## config.mk

```make
export PLATFORM = sky130hd
export DESIGN_NAME = heq_front
export DESIGN_NICKNAME = d
export VERILOG_FILES = /design/src/rtl/heq_pkg.sv /design/src/rtl/heq_front.sv
export SDC_FILE = /design/constraint.sdc
export NUM_CORES = 1
export LEC_CHECK = 0
export ABC_AREA = 1
export BUFFER_PORTS_ARGS = -buffer_cell sky130_fd_sc_hd__buf_2
export CORE_MARGIN = 3
export CORE_UTILIZATION = 39
export CTS_BUF_LIST = sky130_fd_sc_hd__clkbuf_16
export DETAILED_ROUTE_END_ITERATION = 12
export GPL_ROUTABILITY_DRIVEN = 0
export SLEW_MARGIN = 20
export SYNTH_ARGS = -nofsm -noshare
export SYNTH_HDL_FRONTEND = slang
export SYNTH_SLANG_ARGS = --single-unit
```

## constraint.sdc

```tcl
create_clock -name clk_i -period 3.05 [get_ports clk_i]
set_input_delay 0.4575 -clock clk_i [delete_from_list [all_inputs] [get_ports clk_i]]
set_output_delay 0.4575 -clock clk_i [all_outputs]
set_load 0.005 [all_outputs]
```

## src/rtl/heq_pkg.sv

```systemverilog
// ---------------------------------------------------------------------------
// Histogram equalization package
// Shared types and constants for the equalizer.
// ---------------------------------------------------------------------------
`timescale 1ns / 1ps
`default_nettype none
package heq_pkg;
  localparam int unsigned LevelsDefault    = 256;
  localparam int unsigned MaxPixelsDefault = 4194304;
  localparam int unsigned CntW             = 29;
  localparam int unsigned QueueDepth       = 4;

  typedef enum logic {
    OP_ACCUM = 1'b0,
    OP_MAP   = 1'b1
  } op_e;

  typedef struct packed {
    logic       opcode;
    logic [7:0] pixel;
    logic       frame_last;
  } req_t;

  typedef struct packed {
    logic [7:0] mapped_pixel;
    logic       last_out;
  } rsp_t;

  // Back part phases.
  typedef enum logic [2:0] {
    ST_IDLE,
    ST_RD,
    ST_SUM,
    ST_DIV,
    ST_CLR
  } state_e;
endpackage
`default_nettype wire

```

## src/rtl/heq_front.sv

```systemverilog
// ---------------------------------------------------------------------------
// Histogram equalization front queue
// Accepts requests and buffers them in a small queue ahead of the engine.
// ---------------------------------------------------------------------------
`timescale 1ns / 1ps
`default_nettype none
module heq_front (
  input  wire           clk_i,
  input  wire           rst_ni,
  input  wire           push_i,
  input  heq_pkg::req_t req_i,
  output logic          full_o,
  output logic          empty_o,
  input  wire           pop_i,
  output heq_pkg::req_t head_o
);
  localparam int unsigned AW = $clog2(heq_pkg::QueueDepth);

  heq_pkg::req_t     mem_q [heq_pkg::QueueDepth];
  logic [AW-1:0]     wp_q, rp_q;
  logic [AW:0]       cnt_q;

  assign full_o  = (cnt_q == (AW+1)'(heq_pkg::QueueDepth));
  assign empty_o = (cnt_q == '0);
  assign head_o  = mem_q[rp_q];

  // Storage.
  always_ff @(posedge clk_i) begin
    if (push_i) begin
      mem_q[wp_q] <= req_i;
    end
  end

  // Pointers and fill count.
  always_ff @(posedge clk_i or negedge rst_ni) begin
    if (!rst_ni) begin
      wp_q  <= '0;
      rp_q  <= '0;
      cnt_q <= '0;
    end else begin
      if (push_i) wp_q <= wp_q + 1'b1;
      if (pop_i)  rp_q <= rp_q + 1'b1;
      cnt_q <= cnt_q + (AW+1)'(push_i) - (AW+1)'(pop_i);
    end
  end
endmodule
`default_nettype wire

```

After elaboration in Yosys (flattened, before gate mapping)
Memory sizes are Yosys's and may differ from the RTL's.
Index checks and enable logic that the tools add are counted.

word-level totals
  logic and storage cells = 12
  output and inout bits = 12
  memory bits (writable) = 40
  bits in registers = 7
  memories = 1

cells by class
  reductions and logical operators = 1
  muxes and demuxes = 2
  $add $sub $neg = 4
  equality and inequality tests = 1

memory list
  name   depth  bits a word  read ports  clocked after memory_dff  write ports  line             source
  mem_q  4      10           1           0                         1            heq_front.sv:19  heq_pkg::req_t mem_q [heq_pkg::QueueDepth];

operators with widths
  operator               count
  $add A2 B1 Y2 const B  2
  $add A3 B1 Y3          1
  $eq A3 B3 Y1 const B   1
  $logic_not A3 Y1       1
  $sub A3 B1 Y3          1
  $mux W1                2

Longest topological paths before layout
Gate-level depths: netlist (run 1).

  word-level depth = 2
  depth in mapped cells = 10

Least setup slack after synthesis (run 1)
No wires, ideal clock.

  kind = input port to flip-flop
  start point = input pop_i
  end point = register cnt_q[2]
  stages = 8
  buffers on the path = 0
  library setup time = 0.117 ns
  slack = 1.424 ns
  arrival time = 1.510 ns
  cell sequence = ha_1 inv_1 ha_1 fa_1 inv_1 nand2_1 nand3_1 nand2_1

between the ends
  longest elaborated chain between the ends = 1

ends and longest elaborated chain
  item                  line             source
  from (decl)           heq_front.sv:14  input wire pop_i,
  $sub A3 B1 Y3         heq_front.sv:43  cnt_q <= cnt_q + (AW+1)'(push_i) - (AW+1)'(pop_i);
  to (signal assigned)  heq_front.sv:43
  to (decl)             heq_front.sv:21  logic [AW:0] cnt_q;

Every way passes these cells.
A chain may end at the register's enable or synchronous reset.

==> out/results.txt, run 1 <==
outcome = finished, final reports clean
reg2reg path depth = 9
Clock Tree Buf Depth = 2
setup TNS = 0 ns
Final Skew = 0.00410 ns
Synthesized Nets = 224
Area Growth Syn to Fin = 16.1%
TritonCTS clock tree = built
max-cap viol count = 0
flops & latches, synth = 47
fill count = 481
DRC = 0
number of cell rows = 26
CP Capture Type = output port
Num CTS Buffers = 5
n_diodes = 0
commonest non-fill, non-tap cell in the layout = nand2_1
clock root buffer = clkbuf_16
area of the die = 6300 sq um
reg2reg setup slack = 1.40 ns
1st-iter DRT viols = 109
first-pass GRT wire length = 5820 um
Mapped Cells = 203
leakage = 1.20 nW
Pins Over Slew Limit = 0
Avg Cell Area, Syn = 10.3 sq um
io pins = 26
initial core utilization = 0.406
first-pass iteration count of the detailed router = 4
Slew HR = 0.664
Synth Cell Area = 2100 sq um
Worst Path Arrival = 1.60 ns
routed length per instance = 12.1 um
Worst-Margin Slew = 0.503 ns
final hold vios = 0
data required time of the worst path = 2.59 ns
via count = 1281
Die X = 79.4 um
total track usage = 0.126
crit path max fanout = 11
die height = 79.4 um
post-synthesis sequential area ratio = 0.655
clk sinks = 47
Startpoint Class = register
reg-to-reg endpoint = cnt_q[2]
Setup CP Type = register to output port
unrepaired setup endpoints after global routing = false
period utilization = 0.674
GR Overflow Total = 0
final net count = 250
HP Class = input port to async pin
hold_ws = 0.000467 ns
vias in the first global route = 1224
largest net degree at the start of global routing = 23
Clk Latency, worst-skew pair = 0.29 ns
layout cell share with drive strength beyond 1 = 0.152
port bufs = 25
min Tclk post-route = 2.06 ns
H-Tree Depth = 2
P per Cell Area = 924 nW/um^2
Post-CTS Resized = 0
Distinct cells, synth = 16
RR Startpoint = cnt_q[0]
drt via density = 4.27
f_max = 486 MHz
# hold bufs at CTS = 0
initial antenna violation count = 0
Core Region = 5170 sq um
dpl hpwl = 2290 um
Reg clk slew, reported paths = 0.06 ns
most frequent cells in the layout = 61 x nand2_1, 53 x inv_1, 40 x edfxtp_1
maximum VDD drop = 0.273 mV
routed wire length = 3630 um
post-CTS setup buffers = 0
final setup vio count = 0
yosys warns = 0
DRT antenna net count = 0
## critical path, cell delays in order, from the launching register on
cell	delay, ns
dfrtp_1	0.61
inv_1	0.33
nand3_1	0.17
nand2_1	0.07
buf_2	0.13
## cell usage after synthesis (all sizes together)
master  number  area [sq um]
clkbuf       2          8.75
fa           1          20.0
nand3       21           105
edfxtp      40          1200
ha           6          75.1
inv         54           203
o21ai        1          5.00
nor3         2          10.0
xor2         3          26.3
dfrtp        7           175
buf          5          42.5
nand2       61           229
## routing by layer
layer / part of all wire / vias to the layer above / GRT usage
met5: 0 / - / 0
met4: 0.022 / 0 / 0.0515
met3: 0.018 / 7 / 0.0316
met2: 0.53 / 18 / 0.226
met1: 0.43 / 585 / 0.141
li1: - / 671 / -
## worst max path at each step
stage | from | endpoint | slack [ns] | cells after the start
final | rp_q[1] | head_o[2] | 0.99 | 4
after global routing | rp_q[1] | head_o[0] | 0.88 | 4
after CTS | rp_q[1] | head_o[3] | 0.97 | 4
after detailed placement | pop_i | cnt_q[2] | 1.21 | 9
after global placement | pop_i | cnt_q[2] | 1.26 | 9
after floorplan | pop_i | cnt_q[2] | 1.42 | 8
## power breakdown
group          internal [mW]  leakage [nW]  total (mW)  switching, mW
Combinational          0.259         0.670       0.704          0.445
Sequential             0.859         0.450       0.942         0.0829
Clock                  0.386        0.0838       0.607          0.221
## state kept, by name, indices dropped and copies added, names as in the netlist
register and flops:
cnt_q 3, rp_q 2, wp_q 2, mem_q 40
## metrics by stage
step | std cells | setup slack (ns) | area (sq um) | utilization | total power, mW
after floorplan | 203 | 1.42 | 2100 | - | 1.44
after global placement | 292 | 1.26 | 2270 | 0.439 | 1.65
after detailed placement | 292 | 1.21 | 2270 | 0.439 | 1.67
after CTS | 300 | 0.972 | 2440 | 0.471 | 2.28
after global routing | 300 | 0.882 | 2440 | 0.471 | 2.42
final | 300 | 0.993 | 2440 | 0.471 | 2.25
## cells by family (layout without fill, tap and decap cells)
group                    count (synthesis)  in the layout  synth area share
AND/OR/NAND/NOR                         84             84             0.164
buffers and inverters                   61             88             0.121
flip-flops                              47             47             0.655
adder cells (fa/ha/maj)                  7              7            0.0453
XOR/XNOR                                 3              3            0.0125
AO/OA/AOI/OAI                            1              1           0.00238
## cell type report
type | instances | area, sq um | share of cell area
Sequential cell | 47 | 1380 | 0.564
Multi-Input combinational cell | 95 | 470 | 0.193
Inverter | 54 | 203 | 0.0831
Timing Repair Buffer | 26 | 133 | 0.0544
Clock buffer | 5 | 125 | 0.0513
Tap cell | 70 | 87.6 | 0.0359
Clock inverter | 3 | 43.8 | 0.0180
Note: power is estimated with default switching activity, not from simulation.
==> inputs of run 2 (changes only) <==
Clock period 3.05 ns to 1.7 ns, I/O delays scaled along.
==> out/results.txt, run 2 (synthesis gave the netlist of run 1 again) <==
min Tclk post-route = 1.60 ns
Slew HR = 0.689
clk sinks = 47
TritonCTS clock tree = built
port bufs = 25
Final Skew = 0.00255 ns
Num CTS Buffers = 5
final hold vios = 0
Slowest Stage Delay on Critical Path = 0.37 ns
Clock Tree Buf Depth = 2
final net count = 255
number of cell rows = 26
crit path max fanout = 11
Worst Path Arrival = 1.34 ns
commonest non-fill, non-tap cell in the layout = nand2_1
max reg flops = 40
Crit. path cell count = 4
Die X = 79.4 um
die height = 79.4 um
1st-iter DRT viols = 59
period utilization = 0.940
DRT antenna net count = 0
P per Cell Area = 1640 nW/um^2
initial antenna violation count = 0
layout cell share with drive strength beyond 1 = 0.166
most frequent cells in the layout = 61 x nand2_1, 53 x inv_1, 40 x edfxtp_1
total track usage = 0.120
CP max stage cell = dfrtp_1
cell family with most CP delay = buffers and inverters
initial core utilization = 0.406
Min-Delay Path Depth = 2
Startpoint Class = register
GR Overflow Total = 0
via count = 1277
setup ws final = 0.101 ns
Area Growth Syn to Fin = 18.0%
DRC = 0
unrepaired setup endpoints after global routing = true
CP cell instances = inv_1 > nand3_1 > nand2_1 > buf_2
n_diodes = 0
routed wire length = 3430 um
HP Class = input port to register
top flop regs = mem_q (40), cnt_q (3)
maximum VDD drop = 0.630 mV
first-pass GRT wire length = 5510 um
final setup vio count = 0
clock root buffer = clkbuf_16
Clk Latency, worst-skew pair = 0.28 ns
f_max = 626 MHz
post-CTS setup buffers = 0
Reg clk slew, reported paths = 0.06 ns
data required time of the worst path = 1.44 ns
vias in the first global route = 1246
area of the die = 6300 sq um
io pins = 26
Pins Over Slew Limit = 0
reg2reg path depth = 9
leakage = 1.22 nW
dpl hpwl = 2310 um
Top reg by flops = mem_q
CP Capture Type = output port
first-pass iteration count of the detailed router = 4
CP Buf/Inv Count = 2
outcome = finished, final reports clean
Core Region = 5170 sq um
H-Tree Depth = 2
Setup CP Type = register to output port
Pwr Total = 4.06 mW
max-cap viol count = 0
largest net degree at the start of global routing = 21
drt via density = 4.19
pre-CTS WS = 0.0649 ns
Worst-Margin Slew = 0.465 ns
routed length per instance = 11.2 um
-- run 2: what timing repair did --
action / CTS / global route
setup endpoints to repair: 0 / 3
endpoints found under the hold margin: 7 / 0
hold buffers: 1 / 0
resized for setup: 0 / 3
-- run 2: worst reg2reg max path: cells and delay by family, from the launching register on --
family	cells	cell delay [ns]
buffers and inverters	3	0.15
AND/OR/NAND/NOR	3	0.19
flip-flops	1	0.36
adder cells (fa/ha/maj)	3	0.78
-- run 2: layout make-up --
class	count	area, sq um
Clock buffer	5	125
Clock inverter	3	38.8
Fill cell	471	2690
Inverter	54	205
Multi-Input combinational cell	95	473
Sequential cell	47	1380
Tap cell	70	87.6
Timing Repair Buffer	31	173
-- run 2: through the flow --
| step | cell area (sq um) | utilization | cells | hold WS, ns | setup TNS (ns) |
|---|---|---|---|---|---|
| final | 2480 | 0.479 | 305 | 0.183 | 0 |
| after global placement | 2300 | 0.445 | 296 | 0.0969 | 0 |
| after CTS | 2470 | 0.478 | 305 | 0.181 | 0 |
| after floorplan | 2100 | - | 203 | -0.0406 | 0 |
| after global routing | 2480 | 0.479 | 305 | 0.182 | -0.0272 |
| after detailed placement | 2300 | 0.445 | 296 | 0.0993 | 0 |
-- run 2: where the power goes --
group          switching (mW)  internal, mW
clock network           0.375         0.685
registers               0.110          1.54
logic                   0.829         0.519
-- run 2: final timing paths --
check                      startpoint   endpoint  slack, ns
setup / recovery              rp_q[1]  head_o[0]       0.10
hold / removal                  pop_i    rp_q[0]       0.18
setup reg to reg             cnt_q[0]   cnt_q[2]       0.11
hold reg to reg               wp_q[0]    wp_q[0]       0.53
max in group asynchronous      rst_ni    rp_q[0]       1.21
min in group asynchronous      rst_ni   cnt_q[0]       0.34
-- run 2: metal layers --
layer,global-route usage,vias to the layer above,share of wire
li1,-,680,-
met1,0.123,579,0.41
met2,0.221,16,0.55
met3,0.0339,2,0.027
met4,0.0601,0,0.0087
met5,0,-,0
